--- src/hw/rtl/svm_ram.sv ---
`timescale 1ns / 1ps
// ----------------------------------------------------------------------------
// svm_ram: generic single-port-write, single-port-read RAM
// One write and one read per cycle, read data registered.
// ----------------------------------------------------------------------------
module svm_ram #(
    parameter int WIDTH = 16,
    parameter int DEPTH = 256
) (
    input  logic                     clk,
    input  logic                     wr_en,
    input  logic [$clog2(DEPTH)-1:0] wr_addr,
    input  logic [WIDTH-1:0]         wr_data,
    input  logic                     rd_en,
    input  logic [$clog2(DEPTH)-1:0] rd_addr,
    output logic [WIDTH-1:0]         rd_data
);

    logic [WIDTH-1:0] mem_reg [DEPTH];
    logic [WIDTH-1:0] rd_data_reg;

    always_ff @(posedge clk)
    begin
        if (wr_en)
        begin
            mem_reg[wr_addr] <= wr_data;
        end
        if (rd_en)
        begin
            rd_data_reg <= mem_reg[rd_addr];
        end
    end

    assign rd_data = rd_data_reg;

endmodule

--- config.mk ---
export PLATFORM = sky130hd
export DESIGN_NAME = svm_ram
export DESIGN_NICKNAME = d
export VERILOG_FILES = /design/src/hw/rtl/svm_ram.sv
export SDC_FILE = /design/constraint.sdc
export NUM_CORES = 2
export LEC_CHECK = 0
export BUFFER_PORTS_ARGS = -buffer_cell sky130_fd_sc_hd__buf_2
export CAP_MARGIN = 15
export CORE_UTILIZATION = 63
export DETAILED_ROUTE_END_ITERATION = 12
export HOLD_SLACK_MARGIN = 0.12
export PLACE_DENSITY = 0.79
export SYNTH_ARGS = -nofsm -noshare
export SYNTH_HDL_FRONTEND = slang
export SYNTH_SLANG_ARGS = --single-unit
--- constraint.sdc ---
create_clock -name clk -period 3.2 [get_ports clk]
set_input_delay 0 -clock clk [delete_from_list [all_inputs] [get_ports clk]]
set_output_delay 0 -clock clk [all_outputs]
set_load 0.05 [all_outputs]
==> Implementation_results.wiki <==
{| class="wikitable"
! Metric !! Value
|-
| Internal || 87.8 mW
|-
| Most area-consuming cells after synthesis || sky130_fd_sc_hd__edfxtp_1 (78%), sky130_fd_sc_hd__mux4_2 (11%), sky130_fd_sc_hd__mux2i_1 (3.6%), sky130_fd_sc_hd__o221ai_1 (1.4%), sky130_fd_sc_hd__nor2_1 (0.72%)
|-
| CP bufs+invs || 5
|-
| Yosys cell types || 51
|-
| Peak supply drop || 553 uV
|-
| Critical path launch point type || input port
|-
| Launch instance of the worst register-to-register path || mem_reg[15][8]
|-
| Die width || 504 um
|-
| Maximum root-to-sink buffer count || 4
|-
| Max reg flops || 4096
|-
| Overall Power || 112 mW
|-
| Initial core utilization || a little under two thirds
|-
| Most numerous cell types in the synthesized netlist || sky130_fd_sc_hd__edfxtp_1 (4112), sky130_fd_sc_hd__mux4_2 (797), sky130_fd_sc_hd__mux2i_1 (565), sky130_fd_sc_hd__nor2_1 (304), sky130_fd_sc_hd__o221ai_1 (252)
|-
| Placed cell area || ~170000 um2
|-
| Global-route usage over all layers || around a third
|-
| Maximum clock frequency || 0.316 GHz
|-
| Antenna violations before repair || 33
|-
| Final setup violation count || 0
|-
| DRC violation total after the first TritonRoute iteration || ~13000
|-
| Post-synthesis sequential area ratio || 77.7%
|-
| Power share of the clock group || about two fifths
|-
| Count of mapped cells out of synthesis || 7360
|-
| Vertical extent of the die || 504 um
|-
| Number of global-route vias before repair || 84700
|-
| Met1 wire length || ~140 mm
|-
| Number of enable flip-flop cells after synthesis || 4112
|-
| Highest metal layer with signal wires || met5
|-
| Syn_area_per_cell || ~22 um2
|-
| Maximum net fanout on the critical path || 33
|-
| Number of filler cells placed in the layout || 13300
|-
| Net switching power of the design || 23.9 mW
|-
| Cell type group with the largest total delay on the critical path || simple AND/OR/NAND/NOR gates
|-
| Sum of overflow across all layers after global routing || 0
|-
| Internal reg-to-reg setup slack || ~0.060 ns
|-
| Fraction of power spent switching nets || 21.4%
|-
| Detailed-routed wire length on met3 || 63.7 mm
|-
| Sink Count || 4112
|-
| Top Ports || 51
|-
| P_leak || between 50 and 60 nW
|-
| Setup repair after global routing missed its margin || no
|-
| Final estimated routing congestion in global placement || 0.955
|-
| Required time at the endpoint of the critical path || 3.97 ns
|-
| Clock latency on the worst-skew pair || 0.99 ns
|-
| Wirelength, routed || 437 mm
|-
| Footprint of the multi-input gates || 32800 um2
|-
| Total nets after synthesis || 7395
|-
| R2R Path End || rd_data[8]
|-
| DR WL met2 || 206 mm
|-
| Detailed placer's ending HPWL || around 250 mm
|-
| Area used by sequential logic in the layout || 123000 um2
|-
| CP peak stage delay || 0.92 ns
|-
| Sum of negative setup slack || 0 ns
|-
| Clock transition at path regs || ~0.060 ns
|-
| Layout cells sized above 1 || 26.7%
|-
| Crit path time final || 3.17 ns
|-
| Area added between synthesis and finish || 13.6%
|-
| Failing checks || slew limit
|-
| Core Area || roughly 250000 um2
|-
| Via count normalized by instance count || 7.20
|-
| Endpoint type of the worst setup path || register
|-
| Gate power share || 5.4%
|-
| Dominant synthesized flop cell || sky130_fd_sc_hd__edfxtp_1
|-
| CTS root buf || sky130_fd_sc_hd__clkbuf_16
|-
| Post-synth ARST share || 0%
|-
| Post-Syn Area || around 160000 um2
|-
| Proportion of power drawn by flip-flops and latches || 53.2%
|-
| Hold endpoint || mem_reg[89][11]
|-
| Total via count in the routed design || 84700
|-
| Number of detailed-routing iterations run before antenna repair || 8
|-
| Power per standard cell area || 619 nW/um2
|-
| Total number of placement rows || 183
|-
| Drt wl/cell || 37.1 um
|-
| Final Cell Area || around 180000 um2
|-
| Seq cells post-synth || 4112
|-
| Warning count from the yosys run || 0
|-
| Cell type with the highest aggregate area in the netlist || sky130_fd_sc_hd__edfxtp_1
|-
| R2R depth || 7
|-
| Worst Path Arrival || 3.94 ns
|-
| Min-Delay Startpoint || wr_data[11]
|-
| Port Buf Inserts || 50
|-
| Final Cycle Share || 99.0%
|-
| Master of the slowest instance on the critical path || sky130_fd_sc_hd__nor3_1
|-
| Antenna Nets Post-Route || 0
|-
| Path type of the worst setup path || input port to register
|-
| Largest net degree at the start of global routing || 159
|-
| Cell with the most instances after synthesis || sky130_fd_sc_hd__edfxtp_1
|-
| CTS tree || yes
|-
| Hold crit path type || input port to register
|-
| Worst-case clock skew || approximately 0.054 ns
|-
| CTS H-tree lvls || 5
|-
| Run status || finished with violations
|-
| Number of max-capacitance violations reported || 0
|-
| Transition time of the tightest slew-check pin || 1.55 ns
|-
| Hold Vio Cnt, Final || 0
|-
| DRC violations left || 0
|-
| Cts bufs inserted || 404
|-
| Cell-by-cell trace of the critical path || dlygate4sd3_1, buf_6, nand2b_4, buf_12, buf_12, o221ai_1, o22ai_1, nor3_1, nor4_1, buf_4, nor4_1
|-
| Final hold slack || ~0.13 ns
|-
| Net count of the finished layout || 8150
|-
| Relative slew margins || -3.35%
|-
| Top cell type's share of synthesized area || approximately 78%
|-
| Hold Path Depth || 2
|-
| Die area || 254000 um2
|-
| Number of pins with negative max-slew slack in the final report || 104
|-
| Wire length of the first global-routing pass || approximately 620 mm
|}
-- worst max path at each step --
stage                        start          end  slack (ns)  depth (start not counted)
finish                  rd_addr[2]  rd_data[12]        0.03                         11
floorplan               rd_addr[0]   rd_data[4]        0.95                          8
detailed placement      rd_addr[0]   rd_data[5]       -0.46                          9
CTS                 mem_reg[58][7]   rd_data[7]        0.15                          6
global route            rd_addr[2]  rd_data[12]        0.05                         11
global placement        rd_addr[0]   rd_data[5]       -0.47                          9
-- power by group through the flow --
stage / Clock (mW) / Combinational [mW] / Sequential [mW]
after global routing: 48.2 / 6.16 / 59.5
final: 46.2 / 6.06 / 59.5
after floorplan: 0 / 2.93 / 60.7
after CTS: 46.2 / 5.89 / 59.5
after detailed placement: 0 / 5.71 / 60.6
after global placement: 0 / 5.55 / 60.6
-- logic make-up after synthesis --
group	synth area share (%)
buf+inv	1.69
simple gates	1.57
flops	77.7
mux	15.5
compound gates	3.53
-- metal layers --
layer | global-route usage (%) | up-vias
li1 | - | 32800
met1 | 45.1 | 43200
met2 | 53.2 | 7379
met3 | 10.0 | 1372
met4 | 17.5 | 30
met5 | 0 | -
-- repair_timing --
action / CTS / global route
resized for setup: 2 / 0
endpoints found under the setup margin: 2 / 0
hold endpoints to repair: 6285 / 0
hold buffers: 46 / 0
buffers inserted: 0 / 0
-- cell type report --
type,instances,area share [%]
antenna,15,0.0208
clock buffer,480,5.83
clock inverter,232,1.15
inverter,4,0.0153
multi-input combinational,2792,18.2
sequential,4112,68.4
tap,3330,2.31
timing repair buffer,801,4.04
-- through the flow --
stage                     std cells  worst slack [ns]  utilization [%]
final                         11800            0.0319             72.3
after detailed placement      11000            -0.456             67.0
after floorplan                7360             0.951                -
after global placement        11000            -0.469             67.0
after global routing          11800            0.0543             72.3
after CTS                     11800             0.147             72.3
-- cells in the final DEF, fill, tap and decap left out, types with 90 or more instances in the layout --
cell,netlist,final
sky130_fd_sc_hd__buf_4,26,620
sky130_fd_sc_hd__clkbuf_16,0,410
sky130_fd_sc_hd__mux4_2,797,797
sky130_fd_sc_hd__edfxtp_1,4112,4112
sky130_fd_sc_hd__nor2_1,304,277
sky130_fd_sc_hd__nor3_1,92,90
sky130_fd_sc_hd__a21oi_1,175,175
sky130_fd_sc_hd__o22ai_1,148,148
sky130_fd_sc_hd__mux2i_1,565,565
sky130_fd_sc_hd__o221ai_1,252,252
Power figures use the tool's default switching activity.
