### src/hw/rtl/svm_pkg.sv
`timescale 1ns / 1ps
// ----------------------------------------------------------------------------
// svm_pkg: shared types and constants of the sample voice mixer
// Input and result words, register indexes, command codes and the stage 1
// control word passed from the position stage to the mix datapath.
// ----------------------------------------------------------------------------
package svm_pkg;

    // command codes of the input word
    localparam logic [1:0] CMD_WRITE = 2'd0;
    localparam logic [1:0] CMD_START = 2'd1;
    localparam logic [1:0] CMD_MIX   = 2'd2;

    // configuration register indexes
    localparam int         CFG_IDX_W       = 3;
    localparam logic [2:0] REG_PHASE_STEP  = 3'd0;
    localparam logic [2:0] REG_VOLUME_GAIN = 3'd1;
    localparam logic [2:0] REG_STEREO      = 3'd2;
    localparam logic [2:0] REG_LOOP        = 3'd3;
    localparam logic [2:0] REG_FRAME_COUNT = 3'd4;
    localparam int         CFG_DATA_W      = 24;

    localparam logic [23:0] PHASE_STEP_RST  = 24'd65536;
    localparam logic [15:0] VOLUME_GAIN_RST = 16'd4096;

    // position: Q17.16, integer part is the frame number
    localparam int POS_W   = 33;
    localparam int FRAME_W = 17;
    // word address of a read: frame * 2 + 1 at most
    localparam int RD_ADDR_W = FRAME_W + 1;

    // result queue
    localparam int                OUT_DEPTH = 8;
    localparam int                OUT_PTR_W = 3;
    localparam int                OCC_W     = 4;
    localparam logic [OCC_W-1:0]  OCC_FULL  = 4'd8;

    typedef struct packed {
        logic [1:0]         cmd;
        logic [15:0]        sample_addr;
        logic signed [15:0] sample_data;
        logic signed [15:0] mix_left;
        logic signed [15:0] mix_right;
    } in_t;

    typedef struct packed {
        logic signed [15:0] out_left;
        logic signed [15:0] out_right;
        logic               still_playing;
    } out_t;

    // control word of a mix frame after the store read was issued
    typedef struct packed {
        logic               valid;
        logic               play;
        logic               stereo;
        logic               mono_odd;
        logic               l_ok;
        logic               r_ok;
        logic signed [15:0] bus_l;
        logic signed [15:0] bus_r;
    } s1_t;

endpackage

### src/hw/rtl/svm_fifo.sv
`timescale 1ns / 1ps
// ----------------------------------------------------------------------------
// svm_fifo: result queue
// Small register queue between the mix pipeline and the output channel.
// ----------------------------------------------------------------------------
module svm_fifo (
    input  logic          clk,
    input  logic          rst_n,
    input  logic          push,
    input  svm_pkg::out_t push_word,
    input  logic          pop,
    output logic          head_valid,
    output svm_pkg::out_t head_word
);

    svm_pkg::out_t                    mem_reg [svm_pkg::OUT_DEPTH];
    logic [svm_pkg::OUT_PTR_W-1:0]    wr_ptr_reg;
    logic [svm_pkg::OUT_PTR_W-1:0]    rd_ptr_reg;
    logic [svm_pkg::OCC_W-1:0]        count_reg;
    logic [svm_pkg::OCC_W-1:0]        count_next;

    always_comb
    begin
        count_next = count_reg;
        if (push && !pop)
            count_next = count_reg + 1'b1;
        else if (pop && !push)
            count_next = count_reg - 1'b1;
    end

    always_ff @(posedge clk or negedge rst_n)
    begin
        if (!rst_n)
        begin
            wr_ptr_reg <= '0;
            rd_ptr_reg <= '0;
            count_reg  <= '0;
        end
        else
        begin
            if (push)
                wr_ptr_reg <= wr_ptr_reg + 1'b1;
            if (pop)
                rd_ptr_reg <= rd_ptr_reg + 1'b1;
            count_reg <= count_next;
        end
    end

    always_ff @(posedge clk)
    begin
        if (push)
            mem_reg[wr_ptr_reg] <= push_word;
    end

    assign head_valid = (count_reg != '0);
    assign head_word  = mem_reg[rd_ptr_reg];

endmodule

### config.mk
export PLATFORM = sky130hd
export DESIGN_NAME = svm_fifo
export DESIGN_NICKNAME = d
export VERILOG_FILES = /design/src/hw/rtl/svm_pkg.sv /design/src/hw/rtl/svm_fifo.sv
export SDC_FILE = /design/constraint.sdc
export NUM_CORES = 1
export LEC_CHECK = 0
export ABC_CLOCK_PERIOD_IN_PS = 10450
export BUFFER_PORTS_ARGS = -buffer_cell sky130_fd_sc_hd__buf_2
export CORE_MARGIN = 2
export CORE_UTILIZATION = 35
export CTS_CLUSTER_DIAMETER = 80
export CTS_CLUSTER_SIZE = 10
export DETAILED_ROUTE_END_ITERATION = 16
export SLEW_MARGIN = 10
export SYNTH_ARGS = -nofsm -noshare
export SYNTH_HDL_FRONTEND = slang
export SYNTH_SLANG_ARGS = --single-unit
export TNS_END_PERCENT = 20
### constraint.sdc
create_clock -name clk -period 10.45 [get_ports clk]
set_clock_uncertainty 0.15 [all_clocks]
set_input_delay 0.5225 -clock clk [delete_from_list [all_inputs] [get_ports clk]]
set_output_delay 0.5225 -clock clk [all_outputs]
set_load 0.02 [all_outputs]
==> summary.txt, run 1 <==
Detailed routing
  • Drt first-iter violations: 346
  • Number of remaining DRC errors: 0
  • Sum of routed wire length over all layers: 19.95 mm
  • Count of antenna-violating nets left after detailed routing: 0
  • Detail-routed via count per cell: 5.045
  • Number of vias in the routed layout: 4717
  • Number of optimization iterations in the first detailed-route pass: 4
  • Average detailed-routed wire length per instance: 21.33 µm

Synthesis
  • Top cell types by occurrence after synthesis: edfxtp_1 (264), mux4_2 (55), mux2_4 (24), mux4_1 (11)
  • Synthesis-stage register bit count: 274
  • Number of instances in the synthesized netlist: 441
  • Async set-or-reset flop fraction in the synthesized netlist: 3.650%
  • Cell area after synthesis: 0.01068 mm²
  • Most used flip-flop cell after synthesis: edfxtp_1
  • Cell types with the largest area share after synthesis: edfxtp_1 (74%), mux4_2 (12%), mux2_4 (3.4%)
  • Number of enable flip-flop cells after synthesis: 264
  • Dominant cell by count in the synthesized netlist: edfxtp_1
  • Largest area contributor in the netlist: edfxtp_1
  • Post-synth net total: 484
  • Sequential cell area fraction in the yosys report: 76.59%
  • Distinct cell type count after synthesis: 30
  • Area share of the largest cell type after synthesis: 74.24%
  • Total of warnings raised by yosys: 0
  • Mean cell area of the mapped netlist: 24.21 µm²

Placement
  • Port Buf Inserts: 70
  • Post-detailed-placement cell area: 0.01149 mm²
  • Placed wire-length estimate after detailed placement: 11.05 mm
  • Routability congestion estimate from global placement: 0.6861

Setup path
  • Startpoint of the worst register-to-register path: wr_ptr_reg[1]
  • Depth of the worst register-to-register path: 3
  • Slowest cell on crit path: buf_4
  • Crit-path max FO: 48
  • Worst setup startpoint: rd_ptr_reg[0]
  • Data required time of the worst path: 9.78 ns
  • Class of the most critical setup path: flop to primary output
  • Register-to-register setup slack: 7.98 ns
  • Critical Path End: head_word[31]
  • Element type at the critical path end: primary output
  • Sort of element at the start of the critical path: flop
  • Buffer and inverter count on the worst path: 2
  • Worst EP arrival: 3.08 ns
  • Critical path depth: 4
  • Family of cells with the greatest summed delay on the critical path: buffers and inverters
  • Longest individual stage delay on the worst path: 0.83 ns
  • R2R Path End: mem_reg[0][27]
  • Critical-path cell list: buf_4, mux4_2, mux2_2, buf_2

STA
  • Fin crit share: 35.90%
  • Finish-stage setup viols: 0
  • Actual slew at the worst max-slew pin: 1.001 ns
  • Max-slew headroom: 33.29%
  • Final setup TNS: 0 ns
  • Max Freq: 266.6 MHz
  • Count of endpoints failing hold in the final timing report: 0
  • Number of max-slew violations in the final report: 0
  • Minimum period implied by the final worst setup slack: 3.751 ns
  • Setup repair after global routing missed its margin: no

Floorplan
  • Total number of placement rows: 63
  • Core outline area: 0.02987 mm²
  • X dimension of the die: 178.7 µm
  • Ports: 71
  • Chip height: 178.7 µm
  • Starting density of the core: 35.74%
  • Overall die area: 0.03192 mm²

Final layout
  • Layout Nets: 581
  • Layout Utilization: 41.57%
  • Number of filler instances in the final layout: 2541
  • Final instance area: 0.01242 mm²
  • Growth of design area from synthesis to finish: 16.31%
  • Multi-input gate area: 0.002382 mm²
  • Max FFs per register: 264
  • Share of cells above drive strength 1: 40.26%
  • Area of all sequential standard cells: 0.008187 mm²

Outcome
  • Status: finished clean

Worst hold path
  • Min-Delay Path Depth: 2
  • Class of the most critical hold timing path: primary input to flop

Power and ir drop
  • Peak supply drop: 0.0001385 V
  • Power density normalized to cell area: 287.8 mW/mm²
  • Leak Pwr: 0.004124 µW
  • Total power of the final layout: 3575 µW

Clocking
  • Clock sink count: 274
  • Post-CTS setup buffer count: 0
  • Root buffer selected by CTS: clkbuf_16
  • CTS Buf Count: 34
  • Number of gates given a new drive strength after cts: 0
  • Worst-case clock buffer depth: 3
  • Clk Latency, worst-skew pair: 0.47 ns
  • Clock-pin transition on the worst setup and hold timing paths: 0.05 ns
  • H-tree depth: 2
  • CTS tree: yes
  • Hold bufs inserted after CTS: 1

Global routing
  • Total congestion overflow: 0
  • Number of antenna violations at the first check in global routing: 4
  • Overall fraction of global-route tracks in use: 12.85%
  • Wire length of the first global-routing pass: 30.10 mm
  • Number of global-route vias before repair: 5149
  • Largest net degree at the start of global routing: 69

Job
  • Max-Cap Viols: 0
## cells in the final DEF, fill, tap and decap left out, types with 2 or more instances in the layout
cell	synthesis	final
mux4_2	55	55
buf_4	0	10
xor2_1	2	2
clkbuf_16	0	35
nor2_4	0	6
ha_1	5	5
or4_1	2	2
inv_1	2	2
a21oi_1	2	2
nand2b_1	3	3
buf_2	8	70
clkbuf_1	5	3
dfrtp_1	10	7
nor3_2	0	2
nand2_1	6	6
mux2_4	24	24
mux2_1	2	2
edfxtp_1	264	264
mux2_2	10	10
dfrtp_4	0	2
xnor2_1	4	4
inv_6	0	2
nand3_1	2	2
o211ai_1	2	2
mux4_1	11	11
## layout make-up
| class | count | area share [%] |
|---|---|---|
| inverters | 2 | 0.06045 |
| clock inverters | 4 | 0.2418 |
| multi-input cells | 145 | 19.18 |
| flip-flops and latches | 274 | 65.92 |
| clock buffers | 38 | 7.143 |
| diodes | 1 | 0.02015 |
| well taps | 390 | 3.929 |
| repair buffers | 81 | 3.506 |
## kinds of logic (layout without fill, tap and decap cells)
logic type | count (synthesis) | count (layout) | share of synthesized area, %
flip-flops | 274 | 274 | 76.59
adder cells (fa/ha/maj) | 6 | 6 | 0.7734
other | 0 | 1 | 0
buffers and inverters | 22 | 125 | 1.617
AND/OR/NAND/NOR | 24 | 24 | 1.101
AO/OA/AOI/OAI | 6 | 6 | 0.3866
XOR/XNOR | 6 | 6 | 0.4921
multiplexers | 103 | 103 | 19.04
## how the worst min path moves through the flow
stage	start	end	slack, ns
3_5_place_dp	rst_n	count_reg[0]	0.26
5_1_grt	pop	rd_ptr_reg[0]	0.14
4_1_cts	push_word[9]	mem_reg[7][9]	0.12
2_1_floorplan	rst_n	count_reg[0]	0.08
6_report	pop	rd_ptr_reg[0]	0.15
3_3_place_gp	rst_n	count_reg[2]	0.25
## report_power, final
group / internal (µW) / leakage (µW) / switching (µW) / total [µW]
registers: 1390 / 0.00251 / 135 / 1520
clock network: 596 / 0.000448 / 385 / 981
logic: 529 / 0.00116 / 541 / 1070
total: 2510 / 0.00412 / 1060 / 3570
## metal layers
layer	GRT usage, %	up-vias	share of wire, %
met2	21.78	121	50
met1	16.08	2497	42
li1	-	2054	-
met4	3.523	6	1.7
met3	3.838	39	6.0
met5	0	-	0.20
## through the flow
stage,cells,hold slack (ns),setup WS (ns)
3_3_place_gp,891,0.2490,7.135
6_report,935,0.1455,6.699
5_1_grt,934,0.1397,6.453
2_1_floorplan,441,0.07691,6.946
4_1_cts,934,0.1248,6.594
3_5_place_dp,891,0.2563,7.111
(Power assumes the default switching activity.)
==> run 2, diff against run 1 <==
--- a/config.mk
+++ b/config.mk
@@ -5,7 +5,8 @@
 export SDC_FILE = /design/constraint.sdc
 export NUM_CORES = 1
 export LEC_CHECK = 0
-export ABC_CLOCK_PERIOD_IN_PS = 10450
+export ABC_AREA = 1
+export ABC_CLOCK_PERIOD_IN_PS = 3600
 export BUFFER_PORTS_ARGS = -buffer_cell sky130_fd_sc_hd__buf_2
 export CORE_MARGIN = 2
 export CORE_UTILIZATION = 35
==> constraint.sdc (replaced) <==
create_clock -name clk -period 3.6 [get_ports clk]
set_clock_uncertainty 0.15 [all_clocks]
set_input_delay 0.18 -clock clk [delete_from_list [all_inputs] [get_ports clk]]
set_output_delay 0.18 -clock clk [all_outputs]
set_load 0.02 [all_outputs]
==> summary.txt, run 2 <==
Synthesis
  • Number of enable flip-flop cells after synthesis: 264 (unchanged)
  • Top cell types by occurrence after synthesis: nand2_1 (390), edfxtp_1 (264), nor2_1 (77), o21ai_0 (69), o21ai_1 (66)
  • Mean cell area of the mapped netlist: 11.66 µm² (-52%)
  • Most used flip-flop cell after synthesis: edfxtp_1
  • Post-synth net total: 998 (+110%)
  • Dominant combinational cell family by area after synthesis: simple AND/OR/NAND/NOR gates
  • Cell types with the largest area share after synthesis: edfxtp_1 (71%), nand2_1 (13%), o21ai_0 (3.1%)
  • Xor-xnor portion of the synthesized cell area: 0.3932% (-0.099 points)
  • Post-synthesis mux area share: 0% (-19 points)
  • Sequential cell area fraction in the yosys report: 73.43% (-3.2 points)
  • Area share of the largest cell type after synthesis: 71.18% (-3.1 points)
  • Cell area after synthesis: 0.01114 mm² (+4.3%)
  • Synthesis-stage register bit count: 274 (unchanged)
  • Adder-Cell Fraction of Synth Area: 0.7415% (-0.032 points)
  • Number of instances in the synthesized netlist: 955 (+120%)
  • Total of warnings raised by yosys: 0 (unchanged)
  • Async set-or-reset flop fraction in the synthesized netlist: 3.650% (unchanged)
  • Largest area contributor in the netlist: edfxtp_1
  • Post-synthesis share of cell area spent on and, or, nand and nor gates: 15.94% (+15 points)
  • Distinct cell type count after synthesis: 23 (-23%)
  • Dominant cell by count in the synthesized netlist: nand2_1
  • Fraction of the mapped netlist area in compound gates: 6.112% (+5.7 points)

Final layout
  • Commonest non-fill, non-tap cells in the layout: nand2_1 (390), edfxtp_1 (264), buf_2 (70)
  • Max FFs per register: 264 (unchanged)
  • Multi-input gate area: 0.002643 mm² (+11%)
  • Growth of design area from synthesis to finish: 17.74%
  • Final cell count without fillers: 1480 (+58%)
  • Number of filler instances in the final layout: 2894 (+14%)
  • Share of cells above drive strength 1: 12.63% (-28 points)
  • Area of all sequential standard cells: 0.008183 mm² (about the same)
  • Final instance area: 0.01311 mm² (+5.6%)
  • Most frequent standard cell in the layout excluding fill and tap cells: nand2_1
  • Layout Nets: 1107 (+91%)

STA
  • Max-slew headroom: 37.23% (+3.9 points)
  • Actual slew at the worst max-slew pin: 0.9402 ns (-0.06046 ns)
  • Count of endpoints failing hold in the final timing report: 0 (unchanged)
  • Number of max-slew violations in the final report: 0 (unchanged)
  • Fin crit share: 88.43%
  • Setup repair after global routing missed its margin: no
  • Final setup TNS: 0 ns (unchanged)
  • Max Freq: 314.1 MHz
  • Finish-stage setup viols: 0 (unchanged)
  • Fin worst setup slack: 0.4164 ns (-6.282 ns)
  • Minimum period implied by the final worst setup slack: 3.184 ns

Global routing
  • Number of global-route vias before repair: 6948 (+35%)
  • Wire length of the first global-routing pass: 38.26 mm (+27%)
  • Number of antenna violations at the first check in global routing: 1 (-3)
  • Largest net degree at the start of global routing: 68 (-1.4%)
  • Overall fraction of global-route tracks in use: 14.76% (+1.9 points)
  • Total congestion overflow: 0 (unchanged)

Clocking
  • Root buffer selected by CTS: clkbuf_16
  • Worst-case clock buffer depth: 3 (unchanged)
  • H-tree depth: 1 (-1)
  • Clk Latency, worst-skew pair: 0.55 ns (+0.08 ns)
  • Clock sink count: 274 (unchanged)
  • Clock-pin transition on the worst setup and hold timing paths: 0.06 ns (about the same)
  • CTS Buf Count: 31 (-8.8%)
  • CTS tree: yes
  • Post-CTS setup buffer count: 0 (unchanged)

Placement
  • Placed wire-length estimate after detailed placement: 13.04 mm (+18%)
  • Port Buf Inserts: 70 (unchanged)
  • Cell Count Post-Placement: 1396 (+57%)
  • Routability congestion estimate from global placement: 0.6842 (-0.28%)
  • Setup slack after placement: 0.9872 ns (-6.124 ns)
  • Post-detailed-placement cell area: 0.01190 mm² (+3.6%)

Setup path
  • Startpoint of the worst register-to-register path: wr_ptr_reg[0]
  • Element type at the critical path end: primary output
  • Class of the most critical setup path: flop to primary output
  • Sort of element at the start of the critical path: flop
  • Data required time of the worst path: 3.27 ns (-6.51 ns)
  • Worst setup startpoint: rd_ptr_reg[0]
  • Worst EP arrival: 2.85 ns (-0.23 ns)
  • Crit-path max FO: 65 (+35%)
  • Register-to-register setup slack: 1.43 ns (-6.55 ns)

Power and ir drop
  • Switching Share: 37.43% (+7.7 points)
  • Power share of the sequential group: 39.3% (-3.3 points)
  • Internal power contribution: 6522 µW (+160%)
  • Power density normalized to cell area: 794.9 mW/mm² (+180%)
  • Switching power: 3902 µW (+270%)
  • Peak supply drop: 0.0004269 V (+210%)
  • Leak Pwr: 0.004966 µW (+20%)
  • Power share of the combinational group: 35.0% (+5.1 points)
  • Part of the power in the clock network: 25.7% (-1.8 points)

Floorplan
  • Core outline area: 0.03147 mm² (+5.4%)
  • Starting density of the core: 35.38% (-0.36 points)
  • X dimension of the die: 182.4 µm (+2.1%)
  • Chip height: 182.4 µm (+2.1%)
  • Overall die area: 0.03326 mm² (+4.2%)
  • Total number of placement rows: 65 (+3.2%)
  • Ports: 71 (unchanged)

Detailed routing
  • DR WL met2: 11.97 mm (+20%)
  • Met3 wirelength from detailed routing: 1.120 mm (-6.3%)
  • Number of remaining DRC errors: 0 (unchanged)
  • Met1 layer wirelength in the final routing: 10.81 mm (+29%)
  • Top Layer Used: met4
  • Drt first-iter violations: 409 (+18%)
  • Count of antenna-violating nets left after detailed routing: 0 (unchanged)
  • Average detailed-routed wire length per instance: 16.47 µm (-23%)
  • Number of optimization iterations in the first detailed-route pass: 4 (unchanged)
  • Number of vias in the routed layout: 7037 (+49%)
  • Detail-routed via count per cell: 4.755 (-5.8%)
  • Sum of routed wire length over all layers: 24.38 mm (+22%)

Worst hold path
  • Class of the most critical hold timing path: primary input to flop
  • Worst Min Path Start: pop

Outcome
  • Status: finished clean

Job
  • Max-Cap Viols: 0 (unchanged)
## run 2: cells by family (layout without fill, tap and decap cells)
| logic type | after synthesis | after routing |
|---|---|---|
| xor gates and xnor gates | 5 | 5 |
| AOI/OAI and AO/OA | 136 | 136 |
| DFF | 274 | 274 |
| and+or+nand+nor | 471 | 471 |
| other | 0 | 1 |
| adders and majority gates | 6 | 6 |
| buffers and inverters | 63 | 185 |
## run 2: what timing repair did
| item | CTS | global route |
|---|---|---|
| hold buffers | 37 | 0 |
| hold endpoints to repair | 281 | 0 |
| gates resized for setup | 0 | 0 |
## run 2: worst paths after layout
kind | end | cells past startpoint
min in group asynchronous | count_reg[2] | 3
hold / removal | rd_ptr_reg[0] | 3
setup / recovery | head_word[12] | 9
hold reg to reg | count_reg[2] | 2
max in group asynchronous | rd_ptr_reg[0] | 3
setup reg to reg | mem_reg[4][17] | 3
## run 2: final cells by class
| class | instances | share of cell area, % |
|---|---|---|
| clock buffer | 44 | 6.288 |
| multi-input combinational | 618 | 20.15 |
| inverter | 13 | 0.3912 |
| sequential | 274 | 62.40 |
| timing repair buffer | 126 | 6.775 |
| tap | 402 | 3.836 |
| clock inverter | 2 | 0.1336 |
| antenna | 1 | 0.01908 |
## run 2: worst max-delay path, cell delays in order, from the launching register on
cell	delay, ns
dfrtp_4	0.75
inv_4	0.49
buf_12	0.33
nand2_1	0.08
nand2_1	0.06
nand2_1	0.04
o21ai_1	0.10
nand2_1	0.06
nand2_1	0.15
buf_2	0.19
## run 2: stage by stage
| stage | utilization (%) | power, µW | hold slack [ns] |
|---|---|---|---|
| 3_5_place_dp | 37.80 | 7824 | -0.08231 |
| 3_3_place_gp | 37.80 | 7783 | -0.08543 |
| 6_report | 41.66 | 10420 | 0.2879 |
| 2_1_floorplan | - | 6751 | -0.2656 |
| 5_1_grt | 41.66 | 11150 | 0.2834 |
| 4_1_cts | 41.65 | 10560 | 0.2673 |
## run 2: per-layer routing
metal | track usage (%) | up-vias
li1 | - | 3448
met1 | 19.29 | 3398
met2 | 25.76 | 151
met3 | 2.135 | 40
met4 | 4.000 | 0
met5 | 0 | -
## run 2: power groups by stage
| stage | registers, µW | clock network [µW] | logic, µW |
|---|---|---|---|
| after floorplan | 4040 | 0 | 2710 |
| after global placement | 4160 | 0 | 3620 |
| after detailed placement | 4160 | 0 | 3660 |
| after CTS | 4100 | 2750 | 3710 |
| after global routing | 4140 | 2880 | 4130 |
| final | 4100 | 2680 | 3640 |
==> run 3, diff against run 2 <==
--- a/config.mk
+++ b/config.mk
@@ -10,6 +10,7 @@
 export BUFFER_PORTS_ARGS = -buffer_cell sky130_fd_sc_hd__buf_2
 export CORE_MARGIN = 2
 export CORE_UTILIZATION = 35
+export CTS_BUF_LIST = sky130_fd_sc_hd__clkbuf_4
 export CTS_CLUSTER_DIAMETER = 80
 export CTS_CLUSTER_SIZE = 10
 export DETAILED_ROUTE_END_ITERATION = 16
==> summary.txt, run 3 (same netlist as run 2, synthesis figures left out) <==
Final layout
  • Layout Nets: 1107 (unchanged)
  • Most frequent standard cell in the layout excluding fill and tap cells: nand2_1
  • Max FFs per register: 264 (unchanged)
  • Growth of design area from synthesis to finish: 13.32%
  • Share of cells above drive strength 1: 13.83% (+1.2 points)
  • Commonest non-fill, non-tap cells in the layout: nand2_1 (390), edfxtp_1 (264), buf_2 (70)
  • Final cell count without fillers: 1482 (+0.14%)
  • Number of filler instances in the final layout: 2954 (+2.1%)
  • Layout Utilization: 40.10% (-1.6 points)

Placement
  • Setup slack after placement: 0.9872 ns (unchanged)
  • Cell Count Post-Placement: 1396 (unchanged)
  • Routability congestion estimate from global placement: 0.6842 (unchanged)
  • Placed wire-length estimate after detailed placement: 13.04 mm (unchanged)
  • Port Buf Inserts: 70 (unchanged)

Global routing
  • Wire length of the first global-routing pass: 37.89 mm (-0.97%)
  • Total congestion overflow: 0 (unchanged)
  • Global routing met1 resource utilization: 19.22% (-0.071 points)
  • Routing usage on met2: 25.44% (-0.32 points)
  • Most used routing layer in global routing: met2
  • Number of antenna violations at the first check in global routing: 2 (+1)
  • Overall fraction of global-route tracks in use: 14.63% (-0.13 points)
  • Number of global-route vias before repair: 6854 (-1.4%)
  • Largest net degree at the start of global routing: 68 (unchanged)
  • Met3 global-route usage: 2.075% (-0.060 points)

Job
  • Max-Cap Viols: 0 (unchanged)

Power and ir drop
  • Power density normalized to cell area: 732.1 mW/mm² (-7.9%)
  • Leak Pwr: 0.004771 µW (-3.9%)
  • Peak supply drop: 0.0003474 V (-19%)

Floorplan
  • X dimension of the die: 182.4 µm (unchanged)
  • Total number of placement rows: 65 (unchanged)
  • Overall die area: 0.03326 mm² (unchanged)
  • Ports: 71 (unchanged)
  • Starting density of the core: 35.38% (unchanged)
  • Chip height: 182.4 µm (unchanged)
  • Core outline area: 0.03147 mm² (unchanged)

Clocking
  • Clock-pin transition on the worst setup and hold timing paths: 0.12 ns (+0.06 ns)
  • H-tree depth: 1 (unchanged)
  • Worst-case clock buffer depth: 3 (unchanged)
  • Root buffer selected by CTS: clkbuf_4
  • Clock sink count: 274 (unchanged)
  • Clk Latency, worst-skew pair: 0.69 ns (+0.14 ns)
  • Post-CTS setup buffer count: 0 (unchanged)
  • CTS Buf Count: 31 (unchanged)
  • CTS tree: yes

Setup path
  • Element type at the critical path end: primary output
  • Register-to-register setup slack: 1.40 ns (-0.03 ns)
  • Worst EP arrival: 2.93 ns (+0.08 ns)
  • Class of the most critical setup path: flop to primary output
  • Crit-path max FO: 65 (unchanged)
  • R2R Path End: mem_reg[4][13]
  • Sort of element at the start of the critical path: flop
  • Depth of the worst register-to-register path: 3 (unchanged)
  • Data required time of the worst path: 3.27 ns (about the same)
  • Startpoint of the worst register-to-register path: wr_ptr_reg[0]

STA
  • Number of max-slew violations in the final report: 0 (unchanged)
  • Max-slew headroom: 35.75% (-1.5 points)
  • Count of endpoints failing hold in the final timing report: 0 (unchanged)
  • Minimum period implied by the final worst setup slack: 3.263 ns (+0.07945 ns)
  • Final setup TNS: 0 ns (unchanged)
  • Max Freq: 306.5 MHz (-2.4%)
  • Setup repair after global routing missed its margin: no
  • Actual slew at the worst max-slew pin: 0.9623 ns (+0.02216 ns)
  • Finish-stage setup viols: 0 (unchanged)
  • Fin worst setup slack: 0.3370 ns (-0.07944 ns)
  • Fin crit share: 90.64% (+2.2 points)

Detailed routing
  • Average detailed-routed wire length per instance: 16.36 µm (-0.69%)
  • Count of antenna-violating nets left after detailed routing: 0 (unchanged)
  • Number of vias in the routed layout: 7041 (+0.057%)
  • Number of remaining DRC errors: 0 (unchanged)
  • Sum of routed wire length over all layers: 24.24 mm (-0.56%)
  • Detail-routed via count per cell: 4.751 (about the same)
  • Number of optimization iterations in the first detailed-route pass: 4 (unchanged)
  • Drt first-iter violations: 386 (-5.6%)

Worst hold path
  • Hold worst-path end: rd_ptr_reg[0]
  • Min-Delay Path Depth: 3 (unchanged)
  • Worst Min Path Start: pop
  • Class of the most critical hold timing path: primary input to flop

Outcome
  • Status: finished clean
==> run 3: cell type report <==
class,instances,area (µm²),share of cell area (%)
clock inverters,2,12.51,0.09914
diodes,3,7.507,0.05948
repair buffers,126,888.4,7.039
inverters,13,53.80,0.4263
well taps,402,503.0,3.985
flip-flops and latches,274,8183,64.84
multi-input cells,618,2643,20.94
clock buffers,44,330.3,2.617
==> run 3: worst max path at each step <==
stage,start,end,cells past startpoint
final,rd_ptr_reg[0],head_word[12],9
after global routing,rd_ptr_reg[0],head_word[12],9
after floorplan,wr_ptr_reg[0],mem_reg[0][0],2
after CTS,rd_ptr_reg[0],head_word[12],9
after global placement,rd_ptr_reg[0],head_word[12],9
after detailed placement,rd_ptr_reg[0],head_word[12],9
==> run 3: worst max-delay path: stages, from the launching register on <==
cell and delay (ns):
dfrtp_4 0.78, inv_6 0.40, buf_12 0.32, nand2_1 0.08
nand2_1 0.06, nand2_1 0.04, o21ai_1 0.11, nand2_1 0.06
nand2_1 0.13, buf_2 0.19
==> run 3: per-layer routing <==
metal | vias up | wire length (µm)
met5 | - | 0
met4 | 0 | 454
met3 | 35 | 1278
met2 | 163 | 11860
met1 | 3376 | 10650
li1 | 3467 | -
==> run 3: repair_timing <==
action / in CTS / in global routing
endpoints found under the hold margin: 284 / 0
hold buffers: 37 / 0
endpoints found under the setup margin: 0 / 4
resized for setup: 0 / 1
==> run 3: power breakdown <==
| part | internal (µW) | switching [µW] | total (µW) |
|---|---|---|---|
| combinational | 1080 | 2560 | 3650 |
| clock | 552 | 953 | 1510 |
| sequential | 3870 | 216 | 4090 |
| total | 5510 | 3730 | 9240 |
==> run 3: through the flow <==
| step | instance area, µm² | total power, µW | hold WS (ns) |
|---|---|---|---|
| after floorplan | 11140 | 6751 | -0.2656 |
| after global placement | 11900 | 7783 | -0.08543 |
| after detailed placement | 11900 | 7824 | -0.08231 |
| after CTS | 12610 | 9366 | 0.05691 |
| after global routing | 12620 | 9947 | 0.06974 |
| final | 12620 | 9239 | 0.1158 |
